--- src/rtl/assert_macros.svh ---
// assert_macros.svh: assertion macros shared by the allocator RTL.
// Depends on nothing; included by the modules that carry assertions.
`ifndef ASSERT_MACROS_SVH
`define ASSERT_MACROS_SVH

// property must hold at every rising clock edge outside reset
`define ASSERT_PROP(lbl, clk, rstn, prop, msg) \
  lbl: assert property (@(posedge clk) disable iff (!rstn) prop) else $error(msg);

// expression must never be true outside reset
`define ASSERT_NEVER(lbl, clk, rstn, expr, msg) \
  lbl: assert property (@(posedge clk) disable iff (!rstn) !(expr)) else $error(msg);

`endif

--- src/rtl/ffha_pkg.sv ---
// ffha_pkg: constants, codes and controller/datapath command types of the heap allocator.
// Depends on nothing.
package ffha_pkg;

  localparam int unsigned HEAP_BYTES_DEF = 4096;
  localparam int unsigned HEADER_BYTES   = 8;
  localparam int unsigned ALIGN_BYTES    = 4;
  localparam int unsigned ALIGN_SH       = 2;

  localparam int unsigned REQ_W  = 12;
  localparam int unsigned OFS_W  = 12;
  localparam int unsigned STAT_W = 2;
  localparam int unsigned FREE_W = 12;
  localparam int unsigned RQ_W   = REQ_W + 1;

  typedef enum logic {
    KIND_ALLOC   = 1'b0,
    KIND_RELEASE = 1'b1
  } kind_e;

  typedef enum logic [STAT_W-1:0] {
    ST_DONE    = 2'd0,
    ST_FAIL    = 2'd1,
    ST_IGNORED = 2'd2
  } status_e;

  typedef enum logic [2:0] {
    S_IDLE,
    S_SEARCH,
    S_SPLIT,
    S_MERGE,
    S_RESP
  } state_e;

  typedef struct packed {
    logic    load;
    logic    start;
    logic    advance;
    logic    commit;
    logic    split_wr;
    logic    mrg_step;
    logic    mrg_end;
    logic    out_load;
    logic    res_pay;
    status_e res_status;
  } cmd_t;

  typedef struct packed {
    logic req_zero;
    logic rel_bad;
    logic in_end;
    logic fit_exact;
    logic fit_split;
    logic tgt_hit;
  } stat_t;

endpackage

--- src/rtl/ffha_ctrl.sv ---
// ffha_ctrl: sequencer for allocate and release walks over the block chain.
// Depends on ffha_pkg and assert_macros.svh; drives ffha_dp through cmd_t / stat_t.
`include "assert_macros.svh"

module ffha_ctrl (
  input  logic             clk_i,
  input  logic             rst_ni,
  input  logic             in_valid_i,
  input  logic             in_kind_i,
  output logic             in_ready_o,
  output logic             out_valid_o,
  input  logic             out_ready_i,
  input  ffha_pkg::stat_t  stat_i,
  output ffha_pkg::cmd_t   cmd_o
);

  ffha_pkg::state_e  state_q, state_d;
  ffha_pkg::status_e res_q, res_d;
  logic              alloc_q, alloc_d;
  logic              found_q, found_d;
  logic              out_valid_q, out_valid_d;

  always_ff @(posedge clk_i or negedge rst_ni) begin
    if (!rst_ni) begin
      state_q     <= ffha_pkg::S_IDLE;
      res_q       <= ffha_pkg::ST_DONE;
      alloc_q     <= 1'b0;
      found_q     <= 1'b0;
      out_valid_q <= 1'b0;
    end else begin
      state_q     <= state_d;
      res_q       <= res_d;
      alloc_q     <= alloc_d;
      found_q     <= found_d;
      out_valid_q <= out_valid_d;
    end
  end

  always_comb begin
    state_d           = state_q;
    res_d             = res_q;
    alloc_d           = alloc_q;
    found_d           = found_q;
    out_valid_d       = out_valid_q && !out_ready_i;
    in_ready_o        = 1'b0;
    cmd_o             = '0;
    cmd_o.res_status  = res_q;
    unique case (state_q)
      ffha_pkg::S_IDLE: begin
        in_ready_o = 1'b1;
        if (in_valid_i) begin
          cmd_o.load = 1'b1;
          found_d    = 1'b0;
          alloc_d    = (in_kind_i == ffha_pkg::KIND_ALLOC);
          res_d      = ffha_pkg::ST_DONE;
          if (in_kind_i == ffha_pkg::KIND_ALLOC) begin
            if (stat_i.req_zero) begin
              res_d   = ffha_pkg::ST_FAIL;
              state_d = ffha_pkg::S_RESP;
            end else begin
              cmd_o.start = 1'b1;
              state_d     = ffha_pkg::S_SEARCH;
            end
          end else begin
            if (stat_i.rel_bad) begin
              res_d   = ffha_pkg::ST_IGNORED;
              state_d = ffha_pkg::S_RESP;
            end else begin
              cmd_o.start = 1'b1;
              state_d     = ffha_pkg::S_MERGE;
            end
          end
        end
      end
      ffha_pkg::S_SEARCH: begin
        if (stat_i.in_end) begin
          res_d   = ffha_pkg::ST_FAIL;
          state_d = ffha_pkg::S_RESP;
        end else if (stat_i.fit_exact) begin
          cmd_o.commit = 1'b1;
          res_d        = ffha_pkg::ST_DONE;
          state_d      = ffha_pkg::S_RESP;
        end else if (stat_i.fit_split) begin
          cmd_o.commit = 1'b1;
          state_d      = ffha_pkg::S_SPLIT;
        end else begin
          cmd_o.advance = 1'b1;
        end
      end
      ffha_pkg::S_SPLIT: begin
        cmd_o.split_wr = 1'b1;
        res_d          = ffha_pkg::ST_DONE;
        state_d        = ffha_pkg::S_RESP;
      end
      ffha_pkg::S_MERGE: begin
        if (stat_i.in_end) begin
          cmd_o.mrg_end = 1'b1;
          res_d         = found_q ? ffha_pkg::ST_DONE : ffha_pkg::ST_IGNORED;
          state_d       = ffha_pkg::S_RESP;
        end else begin
          cmd_o.mrg_step = 1'b1;
          cmd_o.advance  = 1'b1;
          if (stat_i.tgt_hit) begin
            found_d = 1'b1;
          end
        end
      end
      ffha_pkg::S_RESP: begin
        if (!out_valid_q || out_ready_i) begin
          cmd_o.out_load = 1'b1;
          cmd_o.res_pay  = alloc_q && (res_q == ffha_pkg::ST_DONE);
          out_valid_d    = 1'b1;
          state_d        = ffha_pkg::S_IDLE;
        end
      end
      default: begin
        state_d = ffha_pkg::S_IDLE;
      end
    endcase
  end

  assign out_valid_o = out_valid_q;

  `ASSERT_PROP(a_walk_kind, clk_i, rst_ni, (state_q == ffha_pkg::S_SEARCH || state_q == ffha_pkg::S_SPLIT) |-> alloc_q, "allocate walk entered for a release")
  `ASSERT_NEVER(a_load_over, clk_i, rst_ni, cmd_o.out_load && out_valid_q && !out_ready_i, "result loaded over an untaken result")

endmodule

--- config.mk ---
export PLATFORM = sky130hd
export DESIGN_NAME = ffha_ctrl
export DESIGN_NICKNAME = d
export VERILOG_FILES = /design/src/rtl/ffha_pkg.sv /design/src/rtl/ffha_ctrl.sv
export VERILOG_INCLUDE_DIRS = /design/src /design/src/rtl
export SDC_FILE = /design/constraint.sdc
export NUM_CORES = 1
export LEC_CHECK = 0
export BUFFER_PORTS_ARGS = -buffer_cell sky130_fd_sc_hd__buf_4
export CAP_MARGIN = 25
export CORE_AREA = 3 3 40 42
export CTS_BUF_LIST = sky130_fd_sc_hd__clkbuf_4
export DETAILED_ROUTE_END_ITERATION = 7
export DIE_AREA = 0 0 43 45
export PLACE_DENSITY = 0.83
export SLEW_MARGIN = 20
export SYNTH_ARGS = -nofsm -noshare
export SYNTH_HDL_FRONTEND = slang
export SYNTH_SLANG_ARGS = --single-unit
--- constraint.sdc ---
create_clock -name clk_i -period 3.15 [get_ports clk_i]
set_input_delay 0.63 -clock clk_i [delete_from_list [all_inputs] [get_ports clk_i]]
set_output_delay 0.63 -clock clk_i [all_outputs]
set_load 0.03 [all_outputs]
==> reports/qor.yml, run 1 <==
place:
  place_ws_ns: 1.16
  port_buffers: 23
  place_congestion: 0.734
  placed_cell_area_sq_um: 733
  detailedPlacementHpwl_microns: 1090
global_route:
  globalRouteOverflowTotal: 0
  grt_pass1_wl_microns: 2090
  number_of_global_route_vias_before_repair: 420
  global_route.usage.total: 0.147
  number_of_antenna_violations_at_the_first_check_in_global_routing: 0
  largest_net_degree_at_the_start_of_global_routing: 16
floorplan:
  floorplan.die_area_sq_mm: 0.00194
  design.portCount: 24
  die_width_microns: 43
  core_area_sq_mm: 0.00128
  start_util: 0.440
  rows: 13
  die_h_microns: 45
critical_path:
  setup_slack_reg_to_reg_ns: 1.60
  timing.rr.end: "res_q[1]$_DFFE_PN0P_"
  worst-endpoint-required_ns: 2.52
  reg2reg_launch_point: "state_q[1]$_DFFE_PN0P_"
  cp-end-kind: "primary output"
  critical_path.startpoint: "state_q[0]$_DFFE_PN0P_"
  timing.critical_path.to: "cmd_o[2]"
  worst_setup_path_start_kind: "flip-flop"
  largest_driver_fanout_on_the_critical_path: 13
  critPathSlowestCell: "dfrtp_1"
  r2r_cells: 3
  worst_stage_delay_on_the_critical_path_ns: 0.54
  critical_path_class: "reg2out"
  crit_chain: "nor2_1, nand2_1, nor3_1, buf_4"
  worst-endpoint-arrival_ns: 1.65
min_path:
  holdCritPathClass: "in2async"
sta:
  max_slew_margin: 0.648
  finalSetupTns_ns: 0
  fmaxAchievable_mhz: 439
  fin_worst_hold_slack_ns: 0.179
  final-max-slew-violation-count: 0
  fin_crit_sh: 0.723
  finalClockSkew_ns: 0.00850
  final-setup-viol-count: 0
  setup_slack_ns: 0.872
  timing_hold_violations_final: 0
  grt_setup_unrepaired: "no"
  tightest_slew_ns: 0.528
  finalCriticalPeriod_ns: 2.28
clock_network:
  cts_tree: "done"
  clk-insertion-delay-late_ns: 0.26
  postCtsSetupBuffers: 0
  root_buffer: "clkbuf_4"
  htree_levels: 1
  clockBufferDepth: 2
  numClockSinks: 8
  ctsHoldBuffers: 0
  worst_setup_hold_path_clk_slew_ns: 0.06
  cts_inserted_buffers: 3
  ctsResizeCount: 0
pwr:
  share_comb_of_total_power: 0.526
  power_switching_share: 0.467
  p_per_area_mw_per_mm2: 768
  p_sw_mw: 0.271
  power.share.clock: 0.139
  ir_worst_vdd_v: 0.000512
  p_leak_nw: 0.353
  share_seq_of_total_power: 0.336
  intPower_mw: 0.309
yosys:
  postSynthNetCount: 69
  yosys-top-cells-area: "dfrtp_1 (35%), mux2_2 (4.0%), nor2_1 (4.0%), o21bai_1 (4.0%), nor3_2 (3.5%)"
  synth-main-ff-cell: "dfrtp_1"
  post-synth-top-area-fraction: 0.354
  summed_instance_area_of_the_synthesized_netlist_sq_um: 566
  ys_warnings: 0
  synth_enable_flop_cells: 0
  netlist.top_cell.by_area: "dfrtp_1"
  yosys_register_bits: 8
  syn_avg_cell_area_sq_um: 9.75
  syn-instance-count: 58
  synth_sequential_area_ratio: 0.354
  ys_types: 32
  synth-async-reset-ratio: 1.00
run_status:
  run_status: "finished clean"
cells_and_area:
  drive_gt1_frac: 0.432
  mostFrequentLayoutCell: "buf_4"
  finalInstanceArea_sq_um: 756
  nets: 94
  layout_common_cells: "buf_4 (23), dfrtp_1 (8), nor2_1 (6)"
  area.growth.synth_to_final_pct: 33.6
  insertedDiodeCount: 0
route:
  avgRoutedWirePerCell_microns: 14.9
  drt-pass1-iter-count: 4
  drtAntennaViolNets: 0
  detail_route.iter0.violations: 11
  routed_via_density: 5.68
  dr_total_vias: 545
  wire_length_reported_by_the_detailed_router_microns: 1430
  post-route-drc-count: 0
run:
  drv.max_cap_violation_count: 0
-- flip-flops by register name (all words and copies together), names as in the netlist --
register / flops
found_q: 1
alloc_q: 1
res_q: 2
state_q: 3
out_valid_o: 1
-- power by group through the flow --
stage                     Sequential [mW]  Combinational, mW  Clock [mW]
after floorplan                     0.197              0.201           0
after global routing                0.202              0.322      0.0901
after global placement              0.193              0.300           0
after CTS                           0.193              0.307      0.0822
after detailed placement            0.195              0.304           0
final                               0.195              0.305      0.0804
-- worst max-delay path, delay by kind of cell, from the launching register on --
| kind | cells | cell delay [ns] |
|---|---|---|
| flip-flops | 1 | 0.54 |
| buffers and inverters | 1 | 0.19 |
| AND/OR/NAND/NOR | 3 | 0.66 |
-- per-layer routing --
metal / GRT usage / share of wire
met3: 0.0717 / 0.069
met2: 0.219 / 0.49
met1: 0.206 / 0.45
met4: 0 / 0
met5: 0 / 0
-- kinds of logic (layout without fill, tap and decap cells) --
family | Yosys count | count (layout) | share of synthesized area
AOI/OAI and AO/OA | 13 | 13 | 0.170
buffers and inverters | 4 | 27 | 0.0487
DFF | 8 | 8 | 0.354
muxes | 3 | 3 | 0.0597
and+or+nand+nor | 30 | 30 | 0.367
-- synthesized netlist by cell type, drive strengths merged (2+ instances only) --
| library cell | instances |
|---|---|
| nor3b | 2 |
| nand3 | 2 |
| nor2b | 3 |
| o21bai | 3 |
| nand2b | 3 |
| nor3 | 4 |
| dfrtp | 8 |
| buf | 3 |
| mux2 | 3 |
| nor2 | 6 |
| nand2 | 3 |
| a211oi | 2 |
| a21oi | 3 |
-- stage by stage --
step                std cells  power (mW)  utilization
floorplan                  58       0.398            -
global placement           93       0.493        0.571
detailed placement         93       0.499        0.571
CTS                        96       0.582        0.588
global route               96       0.614        0.588
finish                     96       0.580        0.588
-- cell type report --
| type | count | area, sq um |
|---|---|---|
| fillers | 115 | 529 |
| multi-input cells | 46 | 338 |
| flip-flops and latches | 8 | 200 |
| repair buffers | 23 | 173 |
| clock buffers | 3 | 22.5 |
| well taps | 15 | 18.8 |
| inverters | 1 | 3.75 |
-- how the worst min path moves through the flow --
stage | start | to | slack [ns] | depth (start not counted)
3_5_place_dp | rst_ni | res_q[0]$_DFFE_PN0P_ | 0.46 | 1
5_1_grt | rst_ni | res_q[0]$_DFFE_PN0P_ | 0.18 | 1
6_report | rst_ni | res_q[0]$_DFFE_PN0P_ | 0.18 | 1
3_3_place_gp | rst_ni | alloc_q$_DFFE_PN0P_ | 0.45 | 1
4_1_cts | rst_ni | res_q[0]$_DFFE_PN0P_ | 0.18 | 1
2_1_floorplan | rst_ni | alloc_q$_DFFE_PN0P_ | 0.33 | 0
Power figures use the tool's default switching activity.
==> inputs of run 2 (changes only) <==
--- a/config.mk
+++ b/config.mk
@@ -8,11 +8,11 @@
 export LEC_CHECK = 0
 export BUFFER_PORTS_ARGS = -buffer_cell sky130_fd_sc_hd__buf_4
 export CAP_MARGIN = 25
-export CORE_AREA = 3 3 40 42
+export CORE_MARGIN = 3
+export CORE_UTILIZATION = 43
 export CTS_BUF_LIST = sky130_fd_sc_hd__clkbuf_4
 export DETAILED_ROUTE_END_ITERATION = 7
-export DIE_AREA = 0 0 43 45
-export PLACE_DENSITY = 0.83
+export PLACE_DENSITY = 0.87
 export SLEW_MARGIN = 20
 export SYNTH_ARGS = -nofsm -noshare
 export SYNTH_HDL_FRONTEND = slang
==> constraint.sdc (replaced) <==
create_clock -name clk_i -period 1.8 [get_ports clk_i]
set_input_delay 0.36 -clock clk_i [delete_from_list [all_inputs] [get_ports clk_i]]
set_output_delay 0.36 -clock clk_i [all_outputs]
set_load 0.03 [all_outputs]
==> run 2 against run 1 <==
Final cell count grew 5.2%. Power grew 84%. Worst hold slack gained 0.16 ns. Sequential power grew 70%. Highest routed layer is now met4. Global-route usage grew 2.5 points. Critical path type unchanged. Die area shrank 7.7%. Via count grew 2.8%. Core utilization grew 12 points.
==> reports/qor.yml, run 2 (same netlist as run 1, synthesis figures left out) <==
cells_and_area:
  largest_register_ffs: 3
  nets: 100
  area.growth.synth_to_final_pct: 46.9
  layout_common_cells: "buf_4 (27), nor2_1 (5), dfrtp_1 (5)"
  finalInstanceArea_sq_um: 831
  insertedDiodeCount: 0
  mostFrequentLayoutCell: "buf_4"
  biggestRegsByFlops: "state_q (3), res_q (2)"
  drive_gt1_frac: 0.529
  largest_register: "state_q"
  final_core_util: 0.709
  nFillCells: 105
global_route:
  global_route.usage.total: 0.172
  largest_net_degree_at_the_start_of_global_routing: 16
  number_of_antenna_violations_at_the_first_check_in_global_routing: 0
  number_of_global_route_vias_before_repair: 503
  globalRouteOverflowTotal: 0
  grt_pass1_wl_microns: 2330
clock_network:
  cts_inserted_buffers: 3
  clockBufferDepth: 2
  cts_tree: "done"
  clk-insertion-delay-late_ns: 0.24
  worst_setup_hold_path_clk_slew_ns: 0.05
  htree_levels: 1
  root_buffer: "clkbuf_4"
  numClockSinks: 8
route:
  avgRoutedWirePerCell_microns: 15.3
  post-route-drc-count: 0
  drt-pass1-iter-count: 4
  detail_route.iter0.violations: 8
  dr_total_vias: 560
  routed_via_density: 5.54
  wire_length_reported_by_the_detailed_router_microns: 1550
  drtAntennaViolNets: 0
sta:
  finalCriticalPeriod_ns: 1.71
  grt_setup_unrepaired: "no"
  final-setup-viol-count: 0
  fmaxAchievable_mhz: 585
  tightest_slew_ns: 0.294
  finalSetupTns_ns: 0
  timing_hold_violations_final: 0
  final-max-slew-violation-count: 0
  max_slew_margin: 0.804
  setup_slack_ns: 0.0892
  fin_worst_hold_slack_ns: 0.340
  fin_crit_sh: 0.950
  finalClockSkew_ns: 0.000375
min_path:
  source_of_the_worst_hold_timing_path: "in_kind_i"
  holdCritPathClass: "in2reg"
  hold-path-endpoint: "alloc_q$_DFFE_PN0P_"
  timing.hold.worst_path_depth: 2
run_status:
  run_status: "finished clean"
critical_path:
  setup_slack_reg_to_reg_ns: 0.30
  worst-endpoint-required_ns: 1.44
  cp-end-kind: "primary output"
  worst_setup_path_start_kind: "flip-flop"
  largest_driver_fanout_on_the_critical_path: 9
  critical_path_class: "reg2out"
  reg2reg_launch_point: "state_q[0]$_DFFE_PN0P_"
  r2r_cells: 4
  worst-endpoint-arrival_ns: 1.35
  timing.rr.end: "res_q[1]$_DFFE_PN0P_"
floorplan:
  floorplan.die_area_sq_mm: 0.00179
  rows: 12
  core_area_sq_mm: 0.00117
  die_h_microns: 42.3
  design.portCount: 24
  start_util: 0.483
  die_width_microns: 42.3
pwr:
  p_per_area_mw_per_mm2: 1290
  p_leak_nw: 0.385
  ir_worst_vdd_v: 0.000986
place:
  placed_cell_area_sq_um: 752
  place_ws_ns: 0.243
  port_buffers: 23
  place_congestion: 0.764
  detailedPlacementHpwl_microns: 1070
run:
  drv.max_cap_violation_count: 0
[run 2: layout make-up]
cell class              instances  area (sq um)  share of cell area
multi-input cells              46           350               0.422
repair buffers                 29           233               0.280
flip-flops and latches          8           204               0.245
clock buffers                   3          22.5              0.0271
well taps                      14          17.5              0.0211
inverters                       1          3.75             0.00452
[run 2: what timing repair did]
| item | CTS | global route |
|---|---|---|
| endpoints found under the setup margin | 4 | 2 |
| hold buffers | 1 | 0 |
| gates resized for setup | 3 | 0 |
| pin swaps | 0 | 0 |
| hold endpoints to repair | 8 | 0 |
| setup buffers | 0 | 4 |
| cloned | 0 | 0 |
[run 2: per-stage QoR]
step	std cells	power [mW]
floorplan	58	0.708
global placement	93	0.881
detailed placement	93	0.892
CTS	97	1.04
global route	101	1.14
finish	101	1.07
[run 2: metal layers]
| metal | vias to the layer above | wire length [microns] | global-route usage |
|---|---|---|---|
| met5 | - | 0 | 0 |
| met4 | 0 | 12 | 0.0745 |
| met3 | 2 | 93 | 0.0386 |
| met2 | 16 | 806 | 0.277 |
| met1 | 267 | 636 | 0.217 |
| li1 | 275 | - | - |
[run 2: worst max-delay path: stages, from the launching register on]
cell	delay, ns
dfrtp_2	0.48
o21ba_2	0.29
nor3b_2	0.16
buf_4	0.18
[run 2: power by group]
group	internal (mW)	switching (mW)	total, mW
sequential	0.243	0.0895	0.332
clock	0.0759	0.0554	0.131
combinational	0.268	0.338	0.606
[run 2: how the worst max path moves through the flow]
stage	from	endpoint	slack, ns	depth (start not counted)
2_1_floorplan	state_q[1]$_DFFE_PN0P_	cmd_o[9]	0.05	4
3_5_place_dp	state_q[2]$_DFFE_PN0P_	cmd_o[2]	0.24	3
3_3_place_gp	state_q[2]$_DFFE_PN0P_	cmd_o[2]	0.27	3
5_1_grt	state_q[2]$_DFFE_PN0P_	cmd_o[9]	0.01	4
4_1_cts	state_q[0]$_DFFE_PN0P_	cmd_o[9]	0.05	4
6_report	state_q[1]$_DFFE_PN0P_	cmd_o[7]	0.09	3
==> inputs of run 3 (changes only) <==
--- a/config.mk
+++ b/config.mk
@@ -12,7 +12,7 @@
 export CORE_UTILIZATION = 43
 export CTS_BUF_LIST = sky130_fd_sc_hd__clkbuf_4
 export DETAILED_ROUTE_END_ITERATION = 7
-export PLACE_DENSITY = 0.87
+export PLACE_DENSITY = 0.86
 export SLEW_MARGIN = 20
 export SYNTH_ARGS = -nofsm -noshare
 export SYNTH_HDL_FRONTEND = slang
==> run 3 against run 2 <==
Non-clock buffer count rose by 4. Cell area rose by 2.4%. First-iteration DRC count rose by 130%. Clock power rose by 9%. Register-to-register slack got worse by 0.03 ns. Largest power group unchanged. Final cell count up 4.0%. Critical path depth unchanged. Critical endpoint unchanged. Via count up 4.3%. Die area is the same. Core utilization up 1.7 points.
==> reports/qor.yml, run 3 (same netlist as run 1, synthesis figures left out) <==
place:
  port_buffers: 23
  place_ws_ns: 0.220
  detailedPlacementHpwl_microns: 1030
  place_congestion: 0.774
clock_network:
  root_buffer: "clkbuf_4"
  worst_setup_hold_path_clk_slew_ns: 0.06
  clk-insertion-delay-late_ns: 0.26
  htree_levels: 1
  cts_inserted_buffers: 3
  clockBufferDepth: 2
  cts_tree: "done"
  numClockSinks: 8
global_route:
  number_of_global_route_vias_before_repair: 495
  globalRouteOverflowTotal: 0
  number_of_antenna_violations_at_the_first_check_in_global_routing: 0
  global_route.usage.total: 0.168
  grt_pass1_wl_microns: 2280
  largest_net_degree_at_the_start_of_global_routing: 16
cells_and_area:
  nets: 104
  area.growth.synth_to_final_pct: 50.4
  final_core_util: 0.726
  mostFrequentLayoutCell: "buf_4"
  biggestRegsByFlops: "state_q (3), res_q (2)"
  largest_register_ffs: 3
  insertedDiodeCount: 0
  layout_common_cells: "buf_4 (31), dfrtp_1 (5), nor2_1 (4)"
  largest_register: "state_q"
  drive_gt1_frac: 0.571
sta:
  finalCriticalPeriod_ns: 1.71
  grt_setup_unrepaired: "no"
  fin_crit_sh: 0.951
  timing_hold_violations_final: 0
  setup_slack_ns: 0.0879
  final-max-slew-violation-count: 0
  max_slew_margin: 0.803
  final-setup-viol-count: 0
  finalSetupTns_ns: 0
  finalClockSkew_ns: 0.00521
  tightest_slew_ns: 0.292
  fmaxAchievable_mhz: 584
  fin_worst_hold_slack_ns: 0.321
floorplan:
  design.portCount: 24
  floorplan.die_area_sq_mm: 0.00179
  start_util: 0.483
  die_h_microns: 42.3
  die_width_microns: 42.3
  core_area_sq_mm: 0.00117
  rows: 12
run_status:
  run_status: "finished clean"
run:
  drv.max_cap_violation_count: 0
critical_path:
  worst-endpoint-required_ns: 1.44
  crit_buf_inv: 1
  worst_stage_delay_on_the_critical_path_ns: 0.46
  cp-end-kind: "primary output"
  critical_path_class: "reg2out"
  critical-path-top-delay-family: "flip-flops"
  crit_chain: "o21ba_2, nor3b_2, buf_4"
  reg2reg_launch_point: "state_q[1]$_DFFE_PN0P_"
  largest_driver_fanout_on_the_critical_path: 7
  critical_path.startpoint: "state_q[1]$_DFFE_PN0P_"
  worst-endpoint-arrival_ns: 1.35
  critPathSlowestCell: "dfrtp_2"
  worst_setup_path_start_kind: "flip-flop"
min_path:
  source_of_the_worst_hold_timing_path: "in_kind_i"
  holdCritPathClass: "in2reg"
route:
  avgRoutedWirePerCell_microns: 14.7
  drtAntennaViolNets: 0
  drt-pass1-iter-count: 4
  dr_total_vias: 584
  routed_via_density: 5.56
  post-route-drc-count: 0
  detail_route.iter0.violations: 18
  wire_length_reported_by_the_detailed_router_microns: 1540
pwr:
  p_total_mw: 1.12
  p_per_area_mw_per_mm2: 1310
  ir_worst_vdd_v: 0.000761
  p_leak_nw: 0.402
==> run 3: stage by stage <==
stage | instance area [sq um] | cells
floorplan | 578 | 58
global placement | 752 | 93
detailed placement | 752 | 93
CTS | 788 | 97
global route | 851 | 105
finish | 851 | 105
==> run 3: final timing paths <==
path | endpoint | slack [ns] | cells past startpoint
min reg2reg | found_q$_DFFE_PN0P_ | 0.51 | 2
min | alloc_q$_DFFE_PN0P_ | 0.32 | 2
min in group asynchronous | res_q[0]$_DFFE_PN0P_ | 0.45 | 2
max in group asynchronous | state_q[0]$_DFFE_PN0P_ | 1.20 | 2
max | cmd_o[7] | 0.09 | 3
max reg2reg | res_q[1]$_DFFE_PN0P_ | 0.27 | 4
==> run 3: final cells by class <==
type / instances / area (sq um)
fillers: 91 / 320
flip-flops and latches: 8 / 204
multi-input cells: 46 / 355
inverters: 1 / 3.75
clock buffers: 3 / 22.5
well taps: 14 / 17.5
repair buffers: 33 / 248
==> run 3: per-layer routing <==
layer | global-route usage | vias up | wire [microns]
met1 | 0.223 | 282 | 713
li1 | - | 282 | -
met2 | 0.246 | 20 | 754
met5 | 0 | - | 0
met4 | 0.0559 | 0 | 0
met3 | 0.0644 | 0 | 73
==> run 3: what timing repair did <==
action / CTS / global route
endpoints found under the setup margin: 5 / 6
gates resized for setup: 3 / 2
hold endpoints to repair: 8 / 0
buffers inserted: 0 / 8
hold buffers: 1 / 0
==> run 3: report_power, final <==
group          internal, mW  total (mW)  switching [mW]
clock network        0.0766       0.143          0.0660
logic                 0.296       0.647           0.351
registers             0.243       0.328          0.0851
